### config.mk
export PLATFORM = sky130hd
export DESIGN_NAME = pdt_regs
export DESIGN_NICKNAME = d
export VERILOG_FILES = /design/src/hdl/periodic_task_dispatcher_defines.svh /design/src/hdl/pdt_pkg.sv /design/src/hdl/pdt_regs.sv
export SDC_FILE = /design/constraint.sdc
export NUM_CORES = 1
export LEC_CHECK = 0
export ABC_CLOCK_PERIOD_IN_PS = 1100
export BUFFER_PORTS_ARGS = -buffer_cell sky130_fd_sc_hd__buf_2
export CAP_MARGIN = 20
export CELL_PAD_IN_SITES_DETAIL_PLACEMENT = 1
export CELL_PAD_IN_SITES_GLOBAL_PLACEMENT = 1
export CORE_ASPECT_RATIO = 2
export CORE_MARGIN = 2
export CORE_UTILIZATION = 32
export DETAILED_ROUTE_END_ITERATION = 10
export PLACE_DENSITY_LB_ADDON = 0.1
export SYNTH_ARGS = -nofsm -noshare
export SYNTH_HDL_FRONTEND = slang
export SYNTH_SLANG_ARGS = --single-unit
export TNS_END_PERCENT = 30
### constraint.sdc
create_clock -name clk -period 1.1 [get_ports clk]
set_input_delay 0.11 -clock clk [delete_from_list [all_inputs] [get_ports clk]]
set_output_delay 0.11 -clock clk [all_outputs]
set_load 0.01 [all_outputs]
### src/hdl/periodic_task_dispatcher_defines.svh
// Assertion macros for the periodic task dispatcher.
// Included by the modules that carry concurrent checks; needs no other file.
`ifndef PERIODIC_TASK_DISPATCHER_DEFINES_SVH
`define PERIODIC_TASK_DISPATCHER_DEFINES_SVH
`ifndef SYNTHESIS
`define PDT_ASSERT(lbl, clock, reset, prop, msg) \
  lbl: assert property (@(posedge clock) disable iff (reset) prop) else $error(msg);
`define PDT_NEVER(lbl, clock, reset, expr, msg) \
  lbl: assert property (@(posedge clock) disable iff (reset) !(expr)) else $error(msg);
`else
`define PDT_ASSERT(lbl, clock, reset, prop, msg)
`define PDT_NEVER(lbl, clock, reset, expr, msg)
`endif
`endif

### src/hdl/pdt_pkg.sv
// Types, codes and helper function of the periodic task dispatcher.
// Used by the register block, the task cells and the top level.
package pdt_pkg;

  localparam int TIME_W = 48;
  localparam int SLOT_W = 3;
  localparam int KEY_W  = TIME_W + 1;
  localparam int ADDR_W = 4;

  localparam logic [2:0] OP_TICK     = 3'd0;
  localparam logic [2:0] OP_ADD      = 3'd1;
  localparam logic [2:0] OP_REMOVE   = 3'd2;
  localparam logic [2:0] OP_UPDATE   = 3'd3;
  localparam logic [2:0] OP_COMPLETE = 3'd4;

  localparam logic [1:0] ST_OK       = 2'd0;
  localparam logic [1:0] ST_EMPTY    = 2'd1;
  localparam logic [1:0] ST_OCCUPIED = 2'd2;

  localparam logic [1:0] POL_RR       = 2'd0;
  localparam logic [1:0] POL_PRIORITY = 2'd1;
  localparam logic [1:0] POL_DEADLINE = 2'd2;
  localparam logic [1:0] POL_PERIOD   = 2'd3;

  localparam logic [1:0] REG_POLICY  = 2'd0;
  localparam logic [1:0] REG_LIMIT   = 2'd1;
  localparam logic [1:0] REG_BACKOFF = 2'd2;

  typedef struct packed {
    logic [1:0]  policy;
    logic [7:0]  failure_limit;
    logic [31:0] backoff_time;
  } cfg_t;

  typedef struct packed {
    logic [2:0]        opcode;
    logic [SLOT_W-1:0] slot;
    logic [TIME_W-1:0] now_time;
    logic [TIME_W-1:0] start_time;
    logic [31:0]       period;
    logic [31:0]       deadline_span;
    logic [2:0]        priority_level;
    logic              failed;
  } cmd_t;

  typedef struct packed {
    logic              valid;
    cmd_t              cmd;
    logic [SLOT_W:0]   rr_start;
    logic              best_found;
    logic [SLOT_W-1:0] best_slot;
    logic [KEY_W-1:0]  best_key;
    logic              rr_found;
    logic [SLOT_W-1:0] rr_slot;
    logic              hit;
    logic [1:0]        status;
    logic              deactivated;
    logic              deadline_missed;
  } wave_t;

  function automatic logic [TIME_W-1:0] sat_add(input logic [TIME_W-1:0] t,
                                                input logic [31:0] d);
    logic [TIME_W:0] s;
    s = {1'b0, t} + {{(TIME_W + 1 - 32){1'b0}}, d};
    return s[TIME_W] ? {TIME_W{1'b1}} : s[TIME_W-1:0];
  endfunction

endpackage

### src/hdl/pdt_regs.sv
// APB configuration registers of the periodic task dispatcher.
// Depends on pdt_pkg for the register codes and the configuration struct.
module pdt_regs
  import pdt_pkg::*;
(
  input  logic              clk,
  input  logic              rst,
  input  logic              psel,
  input  logic              penable,
  input  logic              pwrite,
  input  logic [ADDR_W-1:0] paddr,
  input  logic [31:0]       pwdata,
  output logic [31:0]       prdata,
  output logic              pready,
  output cfg_t              cfg
);

  logic [1:0] reg_index;

  assign pready    = 1'b1;
  assign reg_index = paddr[3:2];

  always_ff @(posedge clk) begin
    if (rst) begin
      cfg.policy        <= POL_RR;
      cfg.failure_limit <= 8'd10;
      cfg.backoff_time  <= 32'd100000;
    end else if (psel && penable && pwrite) begin
      case (reg_index)
        REG_POLICY:  cfg.policy        <= pwdata[1:0];
        REG_LIMIT:   cfg.failure_limit <= pwdata[7:0];
        REG_BACKOFF: cfg.backoff_time  <= pwdata;
        default: ;
      endcase
    end
  end

  always_comb begin
    case (reg_index)
      REG_POLICY:  prdata = {30'd0, cfg.policy};
      REG_LIMIT:   prdata = {24'd0, cfg.failure_limit};
      REG_BACKOFF: prdata = cfg.backoff_time;
      default:     prdata = 32'd0;
    endcase
  end

endmodule

==> results.cfg <==
[sta]
fin_crit_sh = 1.04
setup_ws_ns = -0.0416
fmax_mhz = 876
fin_skew_ns = 0
holdWs_ns = 0.0769
min_period_ns = 1.14
timing.final.max_slew_violations = 0
rsz0062_at_grt = true
setup_viol = 1
report.final.hold_viol_count = 0

[run_status]
violations = setup timing
outcome = complete, but fails checks

[flow_run]
drv_cap = 0

[setup_path]
slowest_stage = dfxtp_2
r2r_slack_ns = 0.39
r2r_end = cfg[33]
end_kind = output pin
cp-start-kind = flop
crit_chain = mux2i_2, o21ai_2, buf_2
critical_path_required_ns = 0.99
critPathMaxFanout = 3
timing.rr.start = cfg[33]
slowest_delay_ns = 0.33
path_class = flop to output pin
path_buf_inv = 1
crit_arrival_ns = 1.03
reg2reg_depth = 3
crit_family = flip-flops

[route]
vias_per_cell = 4.58
routed_wl_um = 6130
vias = 1986
drt_iter0_drc = 48
postRouteAntennaNets = 0
avgRoutedWirePerCell_um = 14.1
drc = 0
drtPass1Iterations = 4

[clock_network]
cts_htree_levels = 2
cts_tree = yes
clock-sinks = 42
clockRootBuffer = clkbuf_16
clk_pin_slew_ns = 0.06
clockBufferDepth = 2
cts_buffers = 5
clock_latency_ns = 0.28

[synth]
synth-main-ff-cell = dfxtp_1
post-synth-top-count-cell = nand2b_1
synth_seq_area_share = 0.388
ys_ff_latch = 42
synth_edf_count = 0
yosysWarningCount = 0
avgSynthCellArea_um2 = 9.67
syn_inst = 224
synthesis.nets = 265
synth_cell_type_count = 20
netlist_top_cells_count = 62 x nand2b_1, 44 x mux2i_1, 42 x dfxtp_1
netlist.area_leader.share = 0.388
yosysTopAreaCell = dfxtp_1
async_reset_ff_frac = 0
synth_area_um2 = 2170
ys_top_cells_by_area = dfxtp_1 39%, mux2i_1 20%, nand2b_1 18%

[layout]
largest_register = cfg
antenna_cells = 0
top_regs = cfg (42)
fin_util = 0.482
largest_reg_flops = 42
drive_above_1_share = 0.451
area_delta_synth_final_pct = 46.3
nNetsFinal = 386

[die]
die_area_um2 = 7480
core-area_um2 = 6570
rows = 42
initial_core_util = 0.330
die_w_um = 62.2
dieHeight_um = 120
ios = 116

[global_route]
grt_first_pass_wirelength_um = 9340
gr-usage-met3 = 0.0307
grt_pass1_vias = 1973
met1_usage = 0.151
antenna_found_initial = 0
grt_usage = 0.160
grt_busiest_layer = met2
grt.overflow.total = 0
grt_start_max_net_pins = 49
grt.met2_usage = 0.322

[pwr]
p_per_area_nw_per_um2 = 1100
ir_drop_mv = 0.865
p_leak_uw = 0.00149

[placed_design]
routabilityCongestion = 0.664
hpwl_um = 4470
portBuffers = 112
post-place-ws_ns = -0.0585

[min_path]
hold_depth = 3
hp-class = input port to flop
min-delay-start = pwdata[14]
min_to = cfg[14]
[kinds of logic after synthesis]
group | after synthesis | synth area share
other cells | 1 | 0.00173
buf+inv | 18 | 0.0630
simple gates | 111 | 0.315
mux | 44 | 0.203
compound gates | 8 | 0.0289
flops | 42 | 0.388
[power by group]
group	internal [uW]	switching [uW]	leakage, uW	total [uW]
combinational	239	193	0.00108	432
sequential	1540	15.3	0.000340	1560
clock	900	600	0.0000739	1500
total	2680	809	0.00149	3490
[cell type report]
| class | count | area [um2] |
|---|---|---|
| Clock buffer | 7 | 143 |
| Clock inverter | 1 | 5.00 |
| Fill cell | 803 | 3400 |
| Multi-Input combinational cell | 164 | 1220 |
| Sequential cell | 42 | 847 |
| Tap cell | 88 | 110 |
| Timing Repair Buffer | 132 | 840 |
[what timing repair did]
item                       4_1_cts  5_1_grt
hold buffers                     0        0
resized for setup                9       22
buffers inserted                 1        1
setup endpoints to repair        9       18
pin swaps                        1        5
gates cloned                     0        3
[metal layers]
metal  routed length, um  share of wire
met5                   0              0
met4                 116          0.019
met3                 273          0.045
met2                3590           0.59
met1                2150           0.35
[cells in the final DEF (no fill, tap or decap), types with 2 or more instances in the layout]
cell type / n
nor2_1: 16
and2_4: 2
buf_6: 3
nand2b_1: 62
buf_12: 4
buf_8: 3
mux2i_1: 43
buf_4: 12
dfxtp_1: 37
and2_1: 22
clkbuf_16: 7
dfxtp_2: 5
o21ai_2: 2
a22o_1: 6
buf_2: 108
[worst max path at each step]
stage / end / slack, ns / cells past startpoint / start
4_1_cts: prdata[1] / -0.06 / 3 / cfg[33]
6_report: prdata[1] / -0.04 / 3 / cfg[41]
3_3_place_gp: prdata[4] / -0.04 / 5 / paddr[2]
5_1_grt: prdata[1] / -0.08 / 3 / cfg[41]
2_1_floorplan: prdata[0] / 0.09 / 5 / paddr[2]
3_5_place_dp: prdata[5] / -0.06 / 5 / paddr[2]
[metrics by stage]
stage	cell area, um2	setup TNS (ns)	total power, uW	instances
2_1_floorplan	2170	0	1790	224
3_3_place_gp	2870	-0.327	1970	421
3_5_place_dp	2870	-0.948	1980	421
4_1_cts	3040	-0.0627	3500	430
5_1_grt	3170	-0.321	3650	434
6_report	3170	-0.0416	3490	434
[tightest hold or removal path, cell delays in order]
cell and delay [ns]:
buf_2 0.10, nand2b_1 0.05, mux2i_1 0.06
Power figures use the tool's default switching activity.
