<file path="src/hdl/periodic_task_dispatcher_defines.svh">
// Assertion macros for the periodic task dispatcher.
// Included by the modules that carry concurrent checks; needs no other file.
`ifndef PERIODIC_TASK_DISPATCHER_DEFINES_SVH
`define PERIODIC_TASK_DISPATCHER_DEFINES_SVH
`ifndef SYNTHESIS
`define PDT_ASSERT(lbl, clock, reset, prop, msg) \
  lbl: assert property (@(posedge clock) disable iff (reset) prop) else $error(msg);
`define PDT_NEVER(lbl, clock, reset, expr, msg) \
  lbl: assert property (@(posedge clock) disable iff (reset) !(expr)) else $error(msg);
`else
`define PDT_ASSERT(lbl, clock, reset, prop, msg)
`define PDT_NEVER(lbl, clock, reset, expr, msg)
`endif
`endif

</file>
<file path="src/hdl/pdt_pkg.sv">
// Types, codes and helper function of the periodic task dispatcher.
// Used by the register block, the task cells and the top level.
package pdt_pkg;

  localparam int TIME_W = 48;
  localparam int SLOT_W = 3;
  localparam int KEY_W  = TIME_W + 1;
  localparam int ADDR_W = 4;

  localparam logic [2:0] OP_TICK     = 3'd0;
  localparam logic [2:0] OP_ADD      = 3'd1;
  localparam logic [2:0] OP_REMOVE   = 3'd2;
  localparam logic [2:0] OP_UPDATE   = 3'd3;
  localparam logic [2:0] OP_COMPLETE = 3'd4;

  localparam logic [1:0] ST_OK       = 2'd0;
  localparam logic [1:0] ST_EMPTY    = 2'd1;
  localparam logic [1:0] ST_OCCUPIED = 2'd2;

  localparam logic [1:0] POL_RR       = 2'd0;
  localparam logic [1:0] POL_PRIORITY = 2'd1;
  localparam logic [1:0] POL_DEADLINE = 2'd2;
  localparam logic [1:0] POL_PERIOD   = 2'd3;

  localparam logic [1:0] REG_POLICY  = 2'd0;
  localparam logic [1:0] REG_LIMIT   = 2'd1;
  localparam logic [1:0] REG_BACKOFF = 2'd2;

  typedef struct packed {
    logic [1:0]  policy;
    logic [7:0]  failure_limit;
    logic [31:0] backoff_time;
  } cfg_t;

  typedef struct packed {
    logic [2:0]        opcode;
    logic [SLOT_W-1:0] slot;
    logic [TIME_W-1:0] now_time;
    logic [TIME_W-1:0] start_time;
    logic [31:0]       period;
    logic [31:0]       deadline_span;
    logic [2:0]        priority_level;
    logic              failed;
  } cmd_t;

  typedef struct packed {
    logic              valid;
    cmd_t              cmd;
    logic [SLOT_W:0]   rr_start;
    logic              best_found;
    logic [SLOT_W-1:0] best_slot;
    logic [KEY_W-1:0]  best_key;
    logic              rr_found;
    logic [SLOT_W-1:0] rr_slot;
    logic              hit;
    logic [1:0]        status;
    logic              deactivated;
    logic              deadline_missed;
  } wave_t;

  function automatic logic [TIME_W-1:0] sat_add(input logic [TIME_W-1:0] t,
                                                input logic [31:0] d);
    logic [TIME_W:0] s;
    s = {1'b0, t} + {{(TIME_W + 1 - 32){1'b0}}, d};
    return s[TIME_W] ? {TIME_W{1'b1}} : s[TIME_W-1:0];
  endfunction

endpackage

</file>
<file path="src/hdl/pdt_cell.sv">
// One task slot of the dispatcher chain: holds the slot's task state and
// folds it into the transaction passing by. Depends on pdt_pkg.
module pdt_cell
  import pdt_pkg::*;
#(
  parameter int IDX = 0
) (
  input  logic  clk,
  input  logic  rst,
  input  cfg_t  cfg,
  input  wave_t wave_in,
  output wave_t wave_out
);

  localparam logic [SLOT_W-1:0] MY_SLOT = SLOT_W'(IDX);

  logic              used, active;
  logic [31:0]       period, deadline;
  logic [2:0]        prio;
  logic [TIME_W-1:0] next_due, last_run, react_at;
  logic [7:0]        fail_count;

  logic              used_next, active_next;
  logic [31:0]       period_next, deadline_next;
  logic [2:0]        prio_next;
  logic [TIME_W-1:0] next_due_next, last_run_next, react_at_next;
  logic [7:0]        fail_count_next;
  wave_t             wave_next;

  logic              hit, ready;
  logic [KEY_W-1:0]  abs_dl, key, abs_new;
  logic [TIME_W-1:0] nd_new;
  logic [7:0]        fc_inc;

  always_comb begin
    used_next       = used;
    active_next     = active;
    period_next     = period;
    deadline_next   = deadline;
    prio_next       = prio;
    next_due_next   = next_due;
    last_run_next   = last_run;
    react_at_next   = react_at;
    fail_count_next = fail_count;
    wave_next       = wave_in;

    hit    = wave_in.valid && (wave_in.cmd.slot == MY_SLOT);
    ready  = used && active && (wave_in.cmd.now_time >= next_due);
    abs_dl = {1'b0, next_due} + {{(KEY_W - 32){1'b0}}, deadline};
    case (cfg.policy)
      POL_PRIORITY: key = {{(KEY_W - 3){1'b0}}, prio};
      POL_DEADLINE: key = abs_dl;
      POL_PERIOD:   key = {{(KEY_W - 32){1'b0}}, period};
      default:      key = '0;
    endcase
    nd_new  = sat_add(wave_in.cmd.start_time, period);
    abs_new = {1'b0, nd_new} + {{(KEY_W - 32){1'b0}}, deadline};
    fc_inc  = (fail_count == 8'hFF) ? fail_count : fail_count + 8'd1;

    if (wave_in.valid && wave_in.cmd.opcode == OP_TICK) begin
      if (ready && (!wave_in.best_found || key < wave_in.best_key)) begin
        wave_next.best_found = 1'b1;
        wave_next.best_slot  = MY_SLOT;
        wave_next.best_key   = key;
      end
      if (ready && !wave_in.rr_found && {1'b0, MY_SLOT} >= wave_in.rr_start) begin
        wave_next.rr_found = 1'b1;
        wave_next.rr_slot  = MY_SLOT;
      end
      if (used && !active && fail_count != 8'd0 && wave_in.cmd.now_time >= react_at) begin
        active_next     = 1'b1;
        fail_count_next = 8'd0;
      end
    end

    if (hit) begin
      wave_next.hit = 1'b1;
      case (wave_in.cmd.opcode)
        OP_ADD: begin
          if (used) begin
            wave_next.status = ST_OCCUPIED;
          end else begin
            used_next       = 1'b1;
            active_next     = 1'b1;
            period_next     = wave_in.cmd.period;
            deadline_next   = wave_in.cmd.deadline_span;
            prio_next       = wave_in.cmd.priority_level;
            next_due_next   = sat_add(wave_in.cmd.now_time, wave_in.cmd.period);
            last_run_next   = wave_in.cmd.now_time;
            fail_count_next = 8'd0;
            react_at_next   = '0;
          end
        end
        OP_REMOVE: begin
          if (!used) begin
            wave_next.status = ST_EMPTY;
          end else begin
            used_next   = 1'b0;
            active_next = 1'b0;
          end
        end
        OP_UPDATE: begin
          if (!used) begin
            wave_next.status = ST_EMPTY;
          end else begin
            period_next   = wave_in.cmd.period;
            deadline_next = wave_in.cmd.deadline_span;
            prio_next     = wave_in.cmd.priority_level;
            next_due_next = sat_add(last_run, wave_in.cmd.period);
          end
        end
        OP_COMPLETE: begin
          if (!used) begin
            wave_next.status = ST_EMPTY;
          end else if (!wave_in.cmd.failed) begin
            last_run_next   = wave_in.cmd.start_time;
            next_due_next   = nd_new;
            fail_count_next = 8'd0;
            wave_next.deadline_missed = !abs_new[KEY_W-1] &&
                                        (wave_in.cmd.now_time > abs_new[TIME_W-1:0]);
          end else begin
            fail_count_next = fc_inc;
            if (fc_inc >= cfg.failure_limit) begin
              active_next           = 1'b0;
              react_at_next         = sat_add(wave_in.cmd.now_time, cfg.backoff_time);
              wave_next.deactivated = 1'b1;
            end
            wave_next.deadline_missed = !abs_dl[KEY_W-1] &&
                                        (wave_in.cmd.now_time > abs_dl[TIME_W-1:0]);
          end
        end
        default: ;
      endcase
    end
  end

  always_ff @(posedge clk) begin
    if (rst) begin
      used           <= 1'b0;
      active         <= 1'b0;
      wave_out.valid <= 1'b0;
    end else begin
      used     <= used_next;
      active   <= active_next;
      wave_out <= wave_next;
    end
  end

  always_ff @(posedge clk) begin
    period     <= period_next;
    deadline   <= deadline_next;
    prio       <= prio_next;
    next_due   <= next_due_next;
    last_run   <= last_run_next;
    react_at   <= react_at_next;
    fail_count <= fail_count_next;
  end

endmodule

</file>
<file path="config.mk">
export PLATFORM = sky130hd
export DESIGN_NAME = pdt_cell
export DESIGN_NICKNAME = d
export VERILOG_FILES = /design/src/hdl/periodic_task_dispatcher_defines.svh /design/src/hdl/pdt_pkg.sv /design/src/hdl/pdt_cell.sv
export SDC_FILE = /design/constraint.sdc
export NUM_CORES = 2
export LEC_CHECK = 0
export ABC_CLOCK_PERIOD_IN_PS = 11090
export BUFFER_PORTS_ARGS = -buffer_cell sky130_fd_sc_hd__buf_2
export CAP_MARGIN = 20
export CORE_ASPECT_RATIO = 1.5
export CORE_MARGIN = 5
export CORE_UTILIZATION = 46
export CTS_BUF_LIST = sky130_fd_sc_hd__clkbuf_8
export CTS_CLUSTER_SIZE = 12
export DETAILED_ROUTE_END_ITERATION = 6
export PLACE_DENSITY = 0.67
export SETUP_SLACK_MARGIN = 0.3
export SYNTH_ARGS = -nofsm -noshare
export SYNTH_HDL_FRONTEND = slang
export SYNTH_SLANG_ARGS = --single-unit
</file>
<file path="constraint.sdc">
create_clock -name clk -period 11.09 [get_ports clk]
set_input_delay 3.327 -clock clk [delete_from_list [all_inputs] [get_ports clk]]
set_output_delay 3.327 -clock clk [all_outputs]
set_load 0.02 [all_outputs]
</file>
==> run metrics <==
largest net degree at the start of global routing 94; critical path type in -> reg; Tmin final 10.24 ns; Detail Placement HPWL 105,000 microns; GPL Wtd Cong 0.991; clock skew 0.0391 ns; GRT overflow 0; Post CTS Setup Buffer Count 0; Worst setup SP type input pin; number of synthesized flops with an enable pin 447; XOR/XNOR Fraction of Synth Area 5.51%; sequential fraction of the synthesis area 39.0%; Compound-Gate Fraction of Synth Area 20.3%; critical path data required time roughly 12 ns; power per cell area 119 nW/um^2; setup violators final 0; Max Slew Vio Count 0; syn nets around 4.4k; crit-path leading delay family compound AO/OA/AOI/OAI gates; Clk pin slew, worst setup/hold paths roughly 0.08 ns; Top FF cell, synth edfxtp_1; most used cell, CP nand3_1; Routed WL 132,000 microns; drt drc 5; slew margin rel. 19.2%; DR pass1 iterations 7; first-pass GRT wire length 193,000 microns; CTS Root Cell clkbuf_8; initial core utilization 46.1%; adder-cell share of the synthesized area 16.1%; Worst setup EP type register; # IOs 518; CTS buffer count just under 80; clk sinks 458; crit path max-delay cell type a2111o_2; synthesized cell area 35,000 sq um; Vias ~32k; max cap viols 0; post-synthesis mux area share 0.762%; Max clock buf depth 3; Die Span Y 348 microns; Post-Synth Simple-Gate Area 14.8%; Finished Core Util 53.3%; Post-synth ARST share 0%; combinational family with the most area after synthesis compound AO/OA/AOI/OAI gates; DRT iter0 DRCs 2,467; Gate Count Post-Synth between 3k and 4k; wire per inst 25.2 microns; Area Growth Syn to Fin 15.5%; Worst-Skew Late Latency 0.72 ns; Total Power 4.81 mW; Final Hold Viols 0; crit path buf inv count 4; row count 124; gr usage total 30.9%; vias in the first global route 31.4k; VDD IR max about 0.00012 V; failing checks DRC; Final Cycle Share 92.4%; Routed Antenna Nets 0; layout cells sized above 1 17.8%; fin nets 4,907; Yosys reg bits 458; synth warn 0; Fmax achieved slightly below 100 MHz; RSZ-0062 raised after global routing false; leakage between 15 and 20 nW; crit-path max cell delay 0.58 ns; antenna violations before repair 7; post-synth cell types 93; die width 235 microns; number of port buffers 517; HP Class reg -> reg; TritonCTS clock tree built; setup TNS 0 ns; worst slew pin tran 1.21 ns; core area about 76,000 sq um; status finished with violations; Worst Path Arrival approximately 11 ns; htree depth 3; CP max FO 15; Vias/cell 6.02; Mean Syn Cell Area roughly 9.6 sq um; area of the die 81,800 sq um
-- per-stage QoR --
| stage | hold WS [ns] | cells | area (sq um) | setup WS [ns] |
|---|---|---|---|---|
| finish | 0.504 | 5252 | 40400 | 0.845 |
| floorplan | 0.468 | 3644 | 35000 | 1.09 |
| global placement | 0.481 | 5106 | 38800 | 0.193 |
| CTS | 0.500 | 5247 | 40400 | 0.796 |
| global route | 0.528 | 5249 | 40400 | 0.301 |
| detailed placement | 0.486 | 5106 | 38800 | 0.0694 |
-- cells by family (layout without fill, tap and decap cells) --
logic type               after synthesis  count (layout)
AO/OA/AOI/OAI                       1098            1098
XOR/XNOR                             220             220
adder cells (fa/ha/maj)              448             448
buffers and inverters                323             918
flip-flops                           458             458
multiplexers                          25              25
other                                  0               5
AND/OR/NAND/NOR                     1072            1072
-- cell type report --
class | instances | area, sq um
fill | 7099 | 35400
multi-input combinational | 2863 | 20200
sequential | 458 | 13600
timing repair buffer | 556 | 2890
tap | 1008 | 1260
clock buffer | 80 | 1100
inverter | 221 | 837
clock inverter | 61 | 485
antenna | 5 | 12.5
-- Yosys cell counts, types with 11 or more instances --
cell	n	area [sq um]
or2_2	17	106
buf_2	12	60.1
ha_1	442	5530
inv_1	219	822
a21o_1	154	1160
mux2_2	13	146
a31oi_1	31	194
a21oi_1	292	1460
xor2_1	83	727
o2111ai_1	17	149
and4_1	14	123
and2_1	34	213
mux2i_1	12	120
a2111oi_0	11	96.3
a211oi_1	45	338
a31o_2	12	105
or3_1	16	100
dfxtp_1	11	220
nand2b_1	33	206
nand3_1	109	546
nand2_1	391	1470
edfxtp_1	447	13400
o21a_1	56	420
a221oi_1	11	96.3
nor2_1	192	721
xnor2_1	137	1200
a221o_1	12	120
o22ai_1	24	150
nor3_1	54	270
o211ai_1	37	278
nor2b_1	33	206
o31ai_1	17	128
o21ai_0	250	1250
nor4_1	17	106
o21bai_1	28	210
clkbuf_1	78	293
and3_1	48	300
nand4_1	76	475
-- power by group --
group,total [mW],leakage (nW),switching (mW),internal [mW]
clock,1.62,0.859,0.772,0.846
sequential,2.01,4.20,0.0219,1.99
combinational,1.17,12.9,0.744,0.430
total,4.81,18.0,1.54,3.27
-- worst reg2reg max path, delay by kind of cell (launching register included) --
kind,cells,cell delay (ns)
AO/OA/AOI/OAI,13,3.26
AND/OR/NAND/NOR,13,2.41
adder cells (fa/ha/maj),4,1.17
flip-flops,1,0.44
buffers and inverters,3,0.43
XOR/XNOR,1,0.11
-- registers in the layout (all words and copies together), names as in the netlist --
name        cells
fail_count      8
active          1
deadline       32
next_due       48
period         32
last_run       48
used            1
wave_out      237
prio            3
react_at       48
-- cells in the final DEF (no fill, tap or decap), types with 80 or more instances in the layout --
| cell | instances |
|---|---|
| edfxtp_1 | 447 |
| inv_1 | 232 |
| buf_2 | 517 |
| nand3_1 | 109 |
| nand2_1 | 390 |
| a21oi_1 | 289 |
| xnor2_1 | 137 |
| clkbuf_8 | 80 |
| a21o_1 | 154 |
| xor2_1 | 83 |
| nor2_1 | 190 |
| ha_1 | 442 |
| o21ai_0 | 250 |
-- routing by layer --
metal | global-route usage, % | vias up | routed length [microns]
li1 | - | 14800 | -
met1 | 35.0 | 15000 | 49000
met2 | 53.5 | 1384 | 63200
met3 | 6.03 | 398 | 9820
met4 | 19.6 | 2 | 10000
met5 | 0 | - | 19
-- repair_timing --
action                                  4_1_cts  5_1_grt
resized for setup                             0        1
hold buffers                                  0        0
endpoints found under the setup margin        0        1
-- worst paths after layout --
path / endpoint / slack [ns] / start / cells past startpoint
setup / recovery: wave_out[0] / 0.85 / wave_in[134] / 35
hold / removal: fail_count[1] / 0.50 / fail_count[1] / 1
setup reg to reg: wave_out[0] / 3.13 / period[0] / 34
hold reg to reg: fail_count[1] / 0.50 / fail_count[1] / 1
Power figures use the tool's default switching activity.
